**config.mk**
```make
export PLATFORM = sky130hd
export DESIGN_NAME = grouped_decimal_formatter_unit
export DESIGN_NICKNAME = d
export VERILOG_FILES = /design/src/rtl/core/gdf_pkg.sv /design/src/rtl/core/grouped_decimal_formatter_unit.sv
export SDC_FILE = /design/constraint.sdc
export NUM_CORES = 1
export LEC_CHECK = 0
export BUFFER_PORTS_ARGS = -buffer_cell sky130_fd_sc_hd__clkbuf_2
export CORE_ASPECT_RATIO = 1.5
export CORE_MARGIN = 2
export CORE_UTILIZATION = 55
export DETAILED_ROUTE_END_ITERATION = 7
export GPL_ROUTABILITY_DRIVEN = 0
export MAX_ROUTING_LAYER = met4
export PLACE_DENSITY = 0.81
export SYNTH_ARGS = -nofsm -noshare
export SYNTH_HDL_FRONTEND = slang
export SYNTH_SLANG_ARGS = --single-unit
export TNS_END_PERCENT = 1
```
**constraint.sdc**
```tcl
create_clock -name clock -period 9.2 [get_ports clock]
set_input_delay 0.46 -clock clock [delete_from_list [all_inputs] [get_ports clock]]
set_output_delay 0.46 -clock clock [all_outputs]
set_load 0.05 [all_outputs]
```
**src/rtl/core/gdf_pkg.sv**
```systemverilog
// ----------------------------------------------------------------------------
// gdf_pkg
// Shared widths, character codes and status codes of the grouped decimal
// formatter.
// ----------------------------------------------------------------------------
package gdf_pkg;

   localparam int VALUE_BITS = 64;
   localparam int CAP_BITS   = 8;
   localparam int CHAR_BITS  = 8;
   localparam int LEN_BITS   = 5;

   typedef logic [CHAR_BITS-1:0] char_type;
   typedef logic [CAP_BITS-1:0]  cap_type;
   typedef logic [LEN_BITS-1:0]  len_type;

   localparam char_type ASCII_ZERO       = 8'h30;
   localparam char_type GROUP_CHAR_RESET = 8'h2C;
   localparam char_type CHAR_NONE        = 8'h00;

   localparam logic STATUS_OK       = 1'b0;
   localparam logic STATUS_OVERFLOW = 1'b1;

endpackage

```
**src/rtl/core/grouped_decimal_formatter_unit.sv**
```systemverilog
// ----------------------------------------------------------------------------
// grouped_decimal_formatter_unit
// Formats an unsigned number as decimal ASCII with a separator between
// three-digit groups, one character per result beat.
//
//   channel | ports               | handshake
//   --------+---------------------+------------------------------------
//   request | req_value, req_cap. | start high while busy low
//   result  | rsp_*               | rsp_valid strobe, one cycle, no stall
//   csr     | csr_we, csr_wdata   | written on a non-reset edge with csr_we high
//
// One item goes through bit-serial binary to BCD conversion
// (shift-and-add-3), stripping of leading zeros (at most NDIG-1), a
// capacity check, then one character per beat (at most 26 for a
// 64-bit value).
// busy stays high from acceptance until the last beat is issued; that beat
// shows on the ports in the same cycle as busy falls.
// Reset is synchronous and restores the group character to ','.
// ----------------------------------------------------------------------------
module grouped_decimal_formatter_unit
   import gdf_pkg::*;
#(
   parameter int VALUE_WIDTH = 64
) (
   input  logic                  clock,
   input  logic                  reset,
   input  logic                  start,
   output logic                  busy,
   input  logic [VALUE_BITS-1:0] req_value,
   input  cap_type               req_capacity,
   output logic                  rsp_valid,
   output char_type              rsp_char_out,
   output logic                  rsp_last,
   output logic                  rsp_status,
   output len_type               rsp_length,
   input  logic                  csr_we,
   input  char_type              csr_wdata
);

   // decimal digits of 2**VALUE_WIDTH - 1
   localparam int NDIG        = (VALUE_WIDTH * 30103) / 100000 + 1;
   localparam int BCD_BITS    = NDIG * 4;
   localparam int DIG_BITS    = $clog2(NDIG + 1);
   localparam int CNT_BITS    = $clog2(VALUE_WIDTH);
   localparam int PRINTED_MAX = NDIG + (NDIG - 1) / 3;

   localparam logic [2:0] ST_IDLE  = 3'd0;
   localparam logic [2:0] ST_CONV  = 3'd1;
   localparam logic [2:0] ST_SKIP  = 3'd2;
   localparam logic [2:0] ST_CHECK = 3'd3;
   localparam logic [2:0] ST_EMIT  = 3'd4;

   logic [2:0]             state_ff, state_in;
   logic [VALUE_WIDTH-1:0] bin_ff, bin_in;
   logic [BCD_BITS-1:0]    bcd_ff, bcd_in, bcd_adj;
   logic [CNT_BITS-1:0]    cnt_ff, cnt_in;
   logic [DIG_BITS-1:0]    dig_left_ff, dig_left_in;
   logic [1:0]             pos_ff, pos_in, pos_dec;
   len_type                printed_ff, printed_in;
   cap_type                cap_ff, cap_in;
   logic                   first_ff, first_in;
   logic                   sep_ff, sep_in;
   char_type               group_char_ff;
   logic                   rsp_valid_ff, rsp_valid_in;
   char_type               rsp_char_ff, rsp_char_in;
   logic                   rsp_last_ff, rsp_last_in;
   logic                   rsp_status_ff, rsp_status_in;
   len_type                rsp_length_ff, rsp_length_in;
   logic [3:0]             top_digit;

   assign top_digit = bcd_ff[BCD_BITS-1 -: 4];

   // add-3 correction on every BCD digit before the shift
   always_comb begin
      for (int i = 0; i < NDIG; i++) begin
         if (bcd_ff[i*4 +: 4] >= 4'd5) begin
            bcd_adj[i*4 +: 4] = bcd_ff[i*4 +: 4] + 4'd3;
         end else begin
            bcd_adj[i*4 +: 4] = bcd_ff[i*4 +: 4];
         end
      end
   end

   // digits-left mod 3 after dropping one digit
   always_comb begin
      case (pos_ff)
         2'd0:    pos_dec = 2'd2;
         2'd1:    pos_dec = 2'd0;
         2'd2:    pos_dec = 2'd1;
         default: pos_dec = 2'd0;
      endcase
   end

   always_comb begin
      state_in      = state_ff;
      bin_in        = bin_ff;
      bcd_in        = bcd_ff;
      cnt_in        = cnt_ff;
      dig_left_in   = dig_left_ff;
      pos_in        = pos_ff;
      printed_in    = printed_ff;
      cap_in        = cap_ff;
      first_in      = first_ff;
      sep_in        = sep_ff;
      rsp_valid_in  = 1'b0;
      rsp_char_in   = rsp_char_ff;
      rsp_last_in   = rsp_last_ff;
      rsp_status_in = rsp_status_ff;
      rsp_length_in = rsp_length_ff;

      case (state_ff)
         ST_IDLE: begin
            if (start) begin
               bin_in      = req_value[VALUE_WIDTH-1:0];
               bcd_in      = '0;
               cnt_in      = '0;
               dig_left_in = DIG_BITS'(NDIG);
               pos_in      = 2'(NDIG % 3);
               printed_in  = LEN_BITS'(PRINTED_MAX);
               cap_in      = req_capacity;
               first_in    = 1'b1;
               sep_in      = 1'b0;
               state_in    = ST_CONV;
            end
         end
         ST_CONV: begin
            bcd_in = {bcd_adj[BCD_BITS-2:0], bin_ff[VALUE_WIDTH-1]};
            bin_in = {bin_ff[VALUE_WIDTH-2:0], 1'b0};
            cnt_in = cnt_ff + 1'b1;
            if (cnt_ff == CNT_BITS'(VALUE_WIDTH - 1)) begin
               state_in = ST_SKIP;
            end
         end
         ST_SKIP: begin
            if (dig_left_ff > DIG_BITS'(1) && top_digit == 4'd0) begin
               bcd_in      = {bcd_ff[BCD_BITS-5:0], 4'd0};
               dig_left_in = dig_left_ff - 1'b1;
               pos_in      = pos_dec;
               // dropping a digit at a group boundary also drops a separator
               printed_in  = printed_ff - ((pos_ff == 2'd1) ? LEN_BITS'(2) : LEN_BITS'(1));
            end else begin
               state_in = ST_CHECK;
            end
         end
         ST_CHECK: begin
            if (cap_ff <= CAP_BITS'(printed_ff)) begin
               rsp_valid_in  = 1'b1;
               rsp_char_in   = CHAR_NONE;
               rsp_last_in   = 1'b1;
               rsp_status_in = STATUS_OVERFLOW;
               rsp_length_in = '0;
               state_in      = ST_IDLE;
            end else begin
               state_in = ST_EMIT;
            end
         end
         ST_EMIT: begin
            rsp_valid_in  = 1'b1;
            rsp_status_in = STATUS_OK;
            if (pos_ff == 2'd0 && !first_ff && !sep_ff) begin
               rsp_char_in   = group_char_ff;
               rsp_last_in   = 1'b0;
               rsp_length_in = '0;
               sep_in        = 1'b1;
            end else begin
               rsp_char_in = ASCII_ZERO + CHAR_BITS'(top_digit);
               bcd_in      = {bcd_ff[BCD_BITS-5:0], 4'd0};
               dig_left_in = dig_left_ff - 1'b1;
               pos_in      = pos_dec;
               first_in    = 1'b0;
               sep_in      = 1'b0;
               if (dig_left_ff == DIG_BITS'(1)) begin
                  rsp_last_in   = 1'b1;
                  rsp_length_in = printed_ff;
                  state_in      = ST_IDLE;
               end else begin
                  rsp_last_in   = 1'b0;
                  rsp_length_in = '0;
               end
            end
         end
         default: begin
            state_in = ST_IDLE;
         end
      endcase
   end

   always_ff @(posedge clock) begin
      if (reset) begin
         state_ff      <= ST_IDLE;
         rsp_valid_ff  <= 1'b0;
         group_char_ff <= GROUP_CHAR_RESET;
      end else begin
         state_ff     <= state_in;
         rsp_valid_ff <= rsp_valid_in;
         if (csr_we) begin
            group_char_ff <= csr_wdata;
         end
      end
   end

   always_ff @(posedge clock) begin
      bin_ff        <= bin_in;
      bcd_ff        <= bcd_in;
      cnt_ff        <= cnt_in;
      dig_left_ff   <= dig_left_in;
      pos_ff        <= pos_in;
      printed_ff    <= printed_in;
      cap_ff        <= cap_in;
      first_ff      <= first_in;
      sep_ff        <= sep_in;
      rsp_char_ff   <= rsp_char_in;
      rsp_last_ff   <= rsp_last_in;
      rsp_status_ff <= rsp_status_in;
      rsp_length_ff <= rsp_length_in;
   end

   assign busy         = (state_ff != ST_IDLE);
   assign rsp_valid    = rsp_valid_ff;
   assign rsp_char_out = rsp_char_ff;
   assign rsp_last     = rsp_last_ff;
   assign rsp_status   = rsp_status_ff;
   assign rsp_length   = rsp_length_ff;

endmodule

```
==> summary.md, run 1 <==
| Metric | Value |
|---|---|
| Post-synthesis mux area share | `0.0233` |
| GRT Total Usage | `0.214` |
| Adder-cell area share of the yosys netlist | `0.0639` |
| Synth async-reset ratio | `0` |
| Compound-cell area share of the yosys netlist | `0.114` |
| Yosys warning count | `0` |
| Cells after synthesis | `974` |
| Max Cap Viol | `0` |
| Worst r2r src | `state_ff[0]` |
| Critical-path cell list | `nor3b_2 > buf_4 > a41oi_1 > o32ai_1` |
| Reg area | `5860 sq um` |
| Worst setup path endpoint | `bcd_ff[64]` |
| Mapped cell area | `10300 sq um` |
| Placed Cells | `1292` |
| Setup TNS Final | `0 ns` |
| WL/cell | `14.7 um` |
| CP Launch Point | `state_ff[0]` |
| Syn_area_per_cell | `10.6 sq um` |
| Simple logic cell fraction of the synthesized area | `0.157` |
| RSZ-0062 raised after global routing | `no` |
| Met3 routed WL | `809 um` |
| Final Instance Area | `11600 sq um` |
| # fillers | `1492` |
| Initial antenna violation count | `0` |
| Worst Path Buf+Inv | `1` |
| Post-Synth XOR/XNOR Area | `0.0340` |
| R2R Setup Slk | `6.28 ns` |
| Final Core Density | `0.628` |
| Leakage | `4.75 nW` |
| Highest metal used | `met4` |
| Fin cells | `1324` |
| Crit. End Element | `register` |
| PortBufs | `100` |
| Post-place setup slack | `6.32 ns` |
| GR Overflow Total | `0` |
| Share of cells above drive strength 1 | `0.135` |
| Nets | `1195` |
| # setup viols final | `0` |
| First-pass GRT wire length | `33300 um` |
| P per Cell Area | `238 nW/um^2` |
| Root Buffer | `clkbuf_16` |
| Sequential area share after synthesis | `0.568` |
| Worst-path clk slew | `0.09 ns` |
| Core Footprint | `18500 sq um` |
| Worst vdd ir | `147 uV` |
| Synth cell count leaders | `255 x nand2_1, 187 x edfxtp_1, 61 x inv_1, 51 x ha_1, 48 x a21oi_1` |
| N_diodes | `0` |
| Syn_nets | `1110` |
| CTS resizes | `0` |
| Combined area of the multi-input logic cells | `4070 sq um` |
| Post-synth top area cell | `edfxtp_1` |
| Row count | `61` |
| Number of synthesized flops with an enable pin | `187` |
| Crit path required time | `9.43 ns` |
| Fin Hold WS | `0.191 ns` |
| Drt via density | `5.54` |
| Initial DRC count | `582` |
| CP delay by family, top | `simple AND/OR/NAND/NOR gates` |
| DR WL met2 | `10400 um` |
| Worst Tran Pin Value | `1.13 ns` |
| Clock sink count | `199` |
| Reg2reg path depth | `4` |
| Hold Buf Count CTS | `0` |
| Result of the run | `finished, final reports clean` |
| DRT Pass-1 Iters | `5` |
| Top FF cell, synth | `edfxtp_1` |
| Slew headroom | `0.243` |
| Starting Density | `0.558` |
| Crit path max fanout | `86` |
| CTS tree | `yes` |
| Period minus WS final | `2.92 ns` |
| Layout area overhead | `12.6%` |
| Routed vias | `7333` |
| Max H-tree Level | `4` |
| Routed WL | `19500 um` |
| CP arrival | `3.15 ns` |
| Met1 WL | `7860 um` |
| CP startpoint kind | `register` |
| Pin count of the biggest net entering global routing | `87` |
| Die width | `116 um` |
| Setup Buffers After CTS | `0` |
| Clock insertion delay at the later pin of the skew report | `0.44 ns` |
| Final Skew | `0.0177 ns` |
| Combinational family with the most area after synthesis | `simple AND/OR/NAND/NOR gates` |
| Setup CP Type | `register to register` |
| Post-route setup slack | `6.28 ns` |
| Stages on the worst setup path | `4` |
| Max Freq | `0.343 GHz` |
| CTS buffer count | `17` |
| Critical R2R Capture | `bcd_ff[64]` |
| Placed Instance Area | `11000 sq um` |
| Most common cell in the netlist | `nand2_1` |
| Final period utilization | `0.317` |
| CTS max path bufs | `2` |
| Synth unique cells | `52` |
| Hold wc startpoint | `req_capacity[4]` |
| Final Power | `2.76 mW` |
| Crit-path max cell delay | `0.76 ns` |
| Number of global-route vias before repair | `7186` |
| Post-DRT Antenna Nets | `0` |
| Die area | `19900 sq um` |
| IO Pins | `101` |
| HPWL after DPL | `12700 um` |
| Final Hold Vio Count | `0` |
| #FFs+latches synth | `199` |
| DR DRC count | `0` |
| CP max stage cell | `nor3b_2` |
| Yosys top cell area share | `0.545` |
| Fin. max-slew vios | `0` |
| Worst min path class | `primary input to register` |
| Die Ht | `172 um` |
| Ranking of synthesized cells by area | `edfxtp_1 54%, nand2_1 9.3%, ha_1 6.2%` |
==> power breakdown <==
part           leakage, nW  switching (mW)  internal [mW]  total [mW]
clock network        0.284           0.375          0.367       0.741
registers             2.00           0.138           1.23        1.37
logic                 2.47           0.381          0.267       0.648
total                 4.75           0.894           1.86        2.76
==> per-layer routing <==
layer | track usage | vias to the layer above
li1 | - | 3587
met1 | 0.256 | 3506
met2 | 0.367 | 203
met3 | 0.0345 | 37
met4 | 0.0730 | 0
met5 | - | -
==> area by class of cell <==
type | instances | share of cell area
well taps | 252 | 0.0272
flip-flops and latches | 199 | 0.505
clock buffers | 19 | 0.0373
inverters | 63 | 0.0204
multi-input cells | 673 | 0.351
clock inverters | 13 | 0.0131
repair buffers | 105 | 0.0464
==> worst register-to-register path: stages (launching register included) <==
cell and delay, ns:
dfxtp_1 0.69, nor3b_2 0.77, buf_4 0.76, a41oi_1 0.32, o32ai_1 0.19
==> cells in the final DEF (no fill, tap or decap), types with 7 or more instances in the layout <==
master       n
nand2_1    255
edfxtp_1   187
clkbuf_2   100
inv_1       60
ha_1        51
a21oi_1     48
o21ai_1     39
nor2_1      34
xnor2_1     28
mux2i_1     24
nand2b_1    22
a22o_1      19
o21ai_0     19
nor3_1      18
clkbuf_16   17
nor3b_1     14
xor2_1      12
dfxtp_1     12
o31ai_1      9
o32ai_1      8
a41oi_1      7
o21a_1       7
nand3_1      7
==> logic make-up after synthesis <==
logic type | count (synthesis)
AND/OR/NAND/NOR | 374
flip-flops | 199
AO/OA/AOI/OAI | 183
buffers and inverters | 102
adder cells (fa/ha/maj) | 52
XOR/XNOR | 40
multiplexers | 24
==> sequential cells by signal, summed over array words and instances (netlist names) <==
| name | cells |
|---|---|
| sep_ff | 1 |
| state_ff | 3 |
| rsp_valid | 1 |
| cap_ff | 8 |
| rsp_char_out | 8 |
| bin_ff | 64 |
| rsp_length | 5 |
| dig_left_ff | 5 |
| first_ff | 1 |
| bcd_ff | 80 |
| pos_ff | 2 |
| group_char_ff | 8 |
| cnt_ff | 6 |
| printed_ff | 5 |
| rsp_status | 1 |
| rsp_last | 1 |
==> worst min path at each step <==
stage	depth (start not counted)	slack, ns	end
6_report	1	0.19	cap_ff[4]
5_1_grt	1	0.18	cap_ff[2]
4_1_cts	1	0.18	cap_ff[4]
3_5_place_dp	2	0.49	group_char_ff[1]
3_3_place_gp	2	0.47	group_char_ff[6]
2_1_floorplan	2	0.45	group_char_ff[6]
Note: power is estimated with default switching activity, not from simulation.
==> run 2, diff against run 1 <==
==> constraint.sdc (replaced) <==
create_clock -name clock -period 2.75 [get_ports clock]
set_input_delay 0.1375 -clock clock [delete_from_list [all_inputs] [get_ports clock]]
set_output_delay 0.1375 -clock clock [all_outputs]
set_load 0.05 [all_outputs]
==> run 2 against run 1 <==
Compared with the run above: sequential share of layout area decreased by 3.5 points; combinational power increased to 3.6 times the previous value; core utilization increased by 4.7 points; first-iteration DRC count decreased by 9.8%; register-to-register slack got worse by 5.9 ns; count of clock-buffer cells in the layout increased by 2; sequential power increased to 3.3 times the previous value; routed wire length increased by 12%; critical path depth increased by 1; highest routed layer unchanged.
==> summary.md, run 2 (synthesis results as in run 1) <==
| Metric | Value |
|---|---|
| CTS resizes | `0` |
| Share of cells above drive strength 1 | `0.132` |
| CP arrival | `2.49 ns` |
| Final period utilization | `0.877` |
| Reg area | `5860 sq um` |
| RSZ-0062 raised after global routing | `no` |
| Setup CP Type | `register to register` |
| Max H-tree Level | `4` |
| CTS buffer count | `17` |
| Final Skew | `0.0103 ns` |
| Worst-path clk slew | `0.07 ns` |
| Row count | `61` |
| Top reg by flops | `bcd_ff` |
| Number of global-route vias before repair | `7669` |
| CP Launch Point | `dig_left_ff[0]` |
| Die width | `116 um` |
| Most frequent cells in the layout | `255 x nand2_1, 187 x edfxtp_1, 100 x clkbuf_2, 79 x dlygate4sd3_1, 60 x inv_1` |
| Die area | `19900 sq um` |
| P per Cell Area | `741 nW/um^2` |
| Post-DRT Antenna Nets | `0` |
| Layout area overhead | `21.0%` |
| CTS tree | `yes` |
| Final Core Density | `0.675` |
| Pin count of the biggest net entering global routing | `89` |
| Core Footprint | `18500 sq um` |
| CP startpoint kind | `register` |
| Drt via density | `5.44` |
| CP max stage cell | `edfxtp_1` |
| Leakage | `5.12 nW` |
| WL/cell | `15.5 um` |
| DR DRC count | `0` |
| Crit path max fanout | `80` |
| N_diodes | `0` |
| Largest regs | `bcd_ff x80, bin_ff x64` |
| HPWL after DPL | `12800 um` |
| GRT Total Usage | `0.233` |
| IO Pins | `101` |
| Worst min path class | `primary input to register` |
| Die Ht | `172 um` |
| Routed vias | `7685` |
| GR Overflow Total | `0` |
| Max Cap Viol | `0` |
| Nets | `1283` |
| Routed WL | `21900 um` |
| Starting Density | `0.558` |
| Result of the run | `finished, final reports clean` |
| PortBufs | `100` |
| # fillers | `1321` |
| Worst r2r src | `dig_left_ff[0]` |
| Clock insertion delay at the later pin of the skew report | `0.44 ns` |
| Final Power | `9.24 mW` |
| Root Buffer | `clkbuf_16` |
| Worst vdd ir | `575 uV` |
| First-pass GRT wire length | `35400 um` |
| Crit. End Element | `register` |
| Initial DRC count | `525` |
| CTS max path bufs | `2` |
| Crit path required time | `2.83 ns` |
| Most common cell after layout, fill and taps aside | `nand2_1` |
| Hold wc startpoint | `req_value[57]` |
| DRT Pass-1 Iters | `4` |
| Max reg flops | `80` |
| Period minus WS final | `2.41 ns` |
| Combined area of the multi-input logic cells | `4070 sq um` |
| Slew headroom | `0.509` |
| Final Hold Vio Count | `0` |
| # setup viols final | `0` |
| Clock sink count | `199` |
| Critical-path cell list | `ha_2 > o21bai_1 > a2111o_1 > o311ai_4 > buf_12` |
| Fin. max-slew vios | `0` |
| Max Freq | `0.415 GHz` |
| Initial antenna violation count | `0` |
| Crit-path max cell delay | `0.45 ns` |
| Worst Tran Pin Value | `0.734 ns` |
## run 2: cell count changes in the layout (fill, tap and decap cells not counted)
cell / change
dlygate4sd3_1: +79
ha_1: -1
clkbuf_8: +2
inv_8: -3
clkinv_2: +2
inv_6: -3
clkinv_4: +1
clkinv_1: +2
buf_4: +4
ha_2: +1
clkinv_8: -4
clkinvlp_4: +3
buf_12: +5
## run 2: path summary, 6_finish.rpt
kind         cells after the start               end  slack, ns
max                              5        bcd_ff[40]       0.34
min                              3        bin_ff[57]       0.03
max reg2reg                      5        bcd_ff[40]       0.34
min reg2reg                      2  group_char_ff[0]       0.50
## run 2: power breakdown
part           switching, mW  leakage, nW  internal (mW)
Combinational           1.34         2.87           1.00
Sequential             0.466         2.00           4.11
Clock                   1.12        0.255           1.20
Total                   2.92         5.12           6.32
## run 2: area by class of cell
class / count / share of cell area
Clock inverter: 11 / 0.00602
Tap cell: 252 / 0.0253
Sequential cell: 199 / 0.469
Timing Repair Buffer: 193 / 0.117
Inverter: 63 / 0.0190
Clock buffer: 21 / 0.0369
Multi-Input combinational cell: 673 / 0.326
## run 2: repair_timing
action / CTS / global route
hold buffers: 79 / 0
endpoints found under the hold margin: 79 / 0
buffers inserted: 0 / 0
## run 2: per-stage QoR
| step | hold WS (ns) | area [sq um] | instances | setup TNS, ns | setup slack [ns] |
|---|---|---|---|---|---|
| after CTS | 0.0126 | 12500 | 1412 | 0 | 0.362 |
| final | 0.0293 | 12500 | 1412 | 0 | 0.339 |
| after global placement | 0.315 | 11100 | 1301 | 0 | 0.415 |
| after global routing | 0.0453 | 12500 | 1412 | 0 | 0.288 |
| after detailed placement | 0.317 | 11100 | 1301 | 0 | 0.376 |
| after floorplan | 0.236 | 10300 | 974 | -77.90 | -0.973 |
## run 2: worst max-delay path: cells and delay by family (launching register included)
| kind | cells | cell delay (ns) |
|---|---|---|
| compound gates | 3 | 0.91 |
| flops | 1 | 0.45 |
| fa+ha+maj | 1 | 0.23 |
| buf+inv | 1 | 0.39 |
## run 2: per-layer routing
metal / vias to the layer above / global-route usage / part of all wire
met5: - / - / 0
met4: 0 / 0.0870 / 0.022
met3: 48 / 0.0335 / 0.038
met2: 208 / 0.417 / 0.55
met1: 3666 / 0.262 / 0.39
li1: 3763 / - / -
==> run 3, diff against run 2 <==
--- a/config.mk
+++ b/config.mk
@@ -12,7 +12,8 @@
 export DETAILED_ROUTE_END_ITERATION = 7
 export GPL_ROUTABILITY_DRIVEN = 0
 export MAX_ROUTING_LAYER = met4
-export PLACE_DENSITY = 0.81
+export PLACE_DENSITY = 0.75
+export SLEW_MARGIN = 20
 export SYNTH_ARGS = -nofsm -noshare
 export SYNTH_HDL_FRONTEND = slang
 export SYNTH_SLANG_ARGS = --single-unit
==> run 3 against run 2 <==
Compared with the run above: critical path depth did not move; final cell count rose by 0.28%; clock power rose by 3%; sequential power barely moved; fmax fell by 0.65%; critical endpoint is now bcd_ff[60]; total power rose by 0.81%; non-clock buffer count rose by 5; count of clock-buffer cells in the layout fell by 3; routed wire length fell by 2.2%; largest power group unchanged.
==> summary.md, run 3 (synthesis results as in run 1) <==
| Metric | Value |
|---|---|
| Routed WL | `21400 um` |
| CTS buffer count | `17` |
| CTS resizes | `0` |
| Number of global-route vias before repair | `7714` |
| Setup CP Type | `register to register` |
| Post-DRT Antenna Nets | `0` |
| IO Pins | `101` |
| Clock insertion delay at the later pin of the skew report | `0.43 ns` |
| Final Power | `9.32 mW` |
| Final Hold Vio Count | `0` |
| Sw Ratio | `0.313` |
| Crit path required time | `2.88 ns` |
| Root Buffer | `clkbuf_16` |
| Initial DRC count | `427` |
| Layout area overhead | `22.0%` |
| Core Footprint | `18500 sq um` |
| Most frequent cells in the layout | `255 x nand2_1, 187 x edfxtp_1, 100 x clkbuf_2, 79 x dlygate4sd3_1, 60 x inv_1` |
| P per Cell Area | `741 nW/um^2` |
| N_diodes | `0` |
| Die width | `116 um` |
| Result of the run | `finished, final reports clean` |
| PortBufs | `100` |
| Reg area | `5860 sq um` |
| CP arrival | `2.55 ns` |
| Nets | `1288` |
| CTS max path bufs | `2` |
| Die area | `19900 sq um` |
| Worst-path clk slew | `0.07 ns` |
| First-pass GRT wire length | `35300 um` |
| Final period utilization | `0.883` |
| Fin. max-slew vios | `0` |
| Internal Pwr Total | `6.41 mW` |
| Max H-tree Level | `4` |
| Drt via density | `5.43` |
| Crit. End Element | `register` |
| RSZ-0062 raised after global routing | `no` |
| Max reg flops | `80` |
| Clock sink count | `199` |
| Initial antenna violation count | `0` |
| DR DRC count | `0` |
| Clk pwr share | `0.255` |
| Worst Tran Pin Value | `0.654 ns` |
| GRT Total Usage | `0.230` |
| Crit path max fanout | `32` |
| DRT Pass-1 Iters | `5` |
| GR Overflow Total | `0` |
| # fillers | `1338` |
| Top reg by flops | `bcd_ff` |
| Max Freq | `0.412 GHz` |
| Period minus WS final | `2.43 ns` |
| Net load switching power | `2.91 mW` |
| Setup Buffers After CTS | `0` |
| HPWL after DPL | `13200 um` |
| Combined area of the multi-input logic cells | `4070 sq um` |
| Share of cells above drive strength 1 | `0.135` |
| Seq pwr share | `0.489` |
| Row count | `61` |
| Final Skew | `0.00913 ns` |
| Largest regs | `bcd_ff x80, bin_ff x64` |
| CP startpoint kind | `register` |
| Most common cell after layout, fill and taps aside | `nand2_1` |
| Final Core Density | `0.681` |
| Fin Hold WS | `0.0255 ns` |
| Leakage | `5.17 nW` |
| Starting Density | `0.558` |
| # setup viols final | `0` |
| Worst min path class | `primary input to register` |
| CTS tree | `yes` |
| Routed vias | `7692` |
| Slew headroom | `0.562` |
| WL/cell | `15.1 um` |
| Worst vdd ir | `491 uV` |
| Pin count of the biggest net entering global routing | `63` |
| Max Cap Viol | `0` |
| Die Ht | `172 um` |
| Comb power frac | `0.255` |
==> run 3: worst paths after layout <==
path                         start               end  slack [ns]  cells after the start
setup reg to reg    dig_left_ff[0]        bcd_ff[60]        0.32                      5
setup / recovery    dig_left_ff[0]        bcd_ff[60]        0.32                      5
hold / removal       req_value[31]        bin_ff[31]        0.03                      3
hold reg to reg   group_char_ff[4]  group_char_ff[4]        0.51                      2
==> run 3: power groups by stage <==
| stage | logic [mW] | clock network (mW) | registers [mW] |
|---|---|---|---|
| after floorplan | 1.75 | 0 | 4.48 |
| after global placement | 2.19 | 0 | 4.59 |
| after detailed placement | 2.28 | 0 | 4.61 |
| after CTS | 2.38 | 2.41 | 4.55 |
| after global routing | 2.71 | 2.51 | 4.64 |
| final | 2.38 | 2.38 | 4.56 |
==> run 3: critical path: stages (launching register included) <==
cell,delay (ns)
edfxtp_1,0.45
ha_2,0.23
o21bai_1,0.16
a2111o_1,0.44
o311ai_4,0.55
buf_12,0.27
==> run 3: per-layer routing <==
layer  track usage  vias up  wire length [um]
met2         0.402      173             11500
li1              -     3781                 -
met4        0.0833        0               366
met5             -        -                 0
met3        0.0359       33               744
met1         0.266     3705              8780
==> run 3: area by class of cell <==
cell class	instances	share of cell area
multi-input cells	673	0.324
clock buffers	18	0.0341
inverters	63	0.0188
clock inverters	13	0.00965
well taps	252	0.0251
repair buffers	198	0.123
flip-flops and latches	199	0.466
==> run 3: timing repair <==
action,CTS,global route
setup endpoints to repair,0,0
hold buffers,79,0
hold endpoints to repair,79,0
==> run 3: through the flow <==
step	std cells	worst slack (ns)	cell area, sq um	setup TNS, ns
floorplan	974	-0.973	10300	-77.90
finish	1416	0.323	12600	0
detailed placement	1306	0.331	11200	0
global route	1416	0.271	12600	0
global placement	1306	0.379	11200	0
CTS	1416	0.324	12600	0
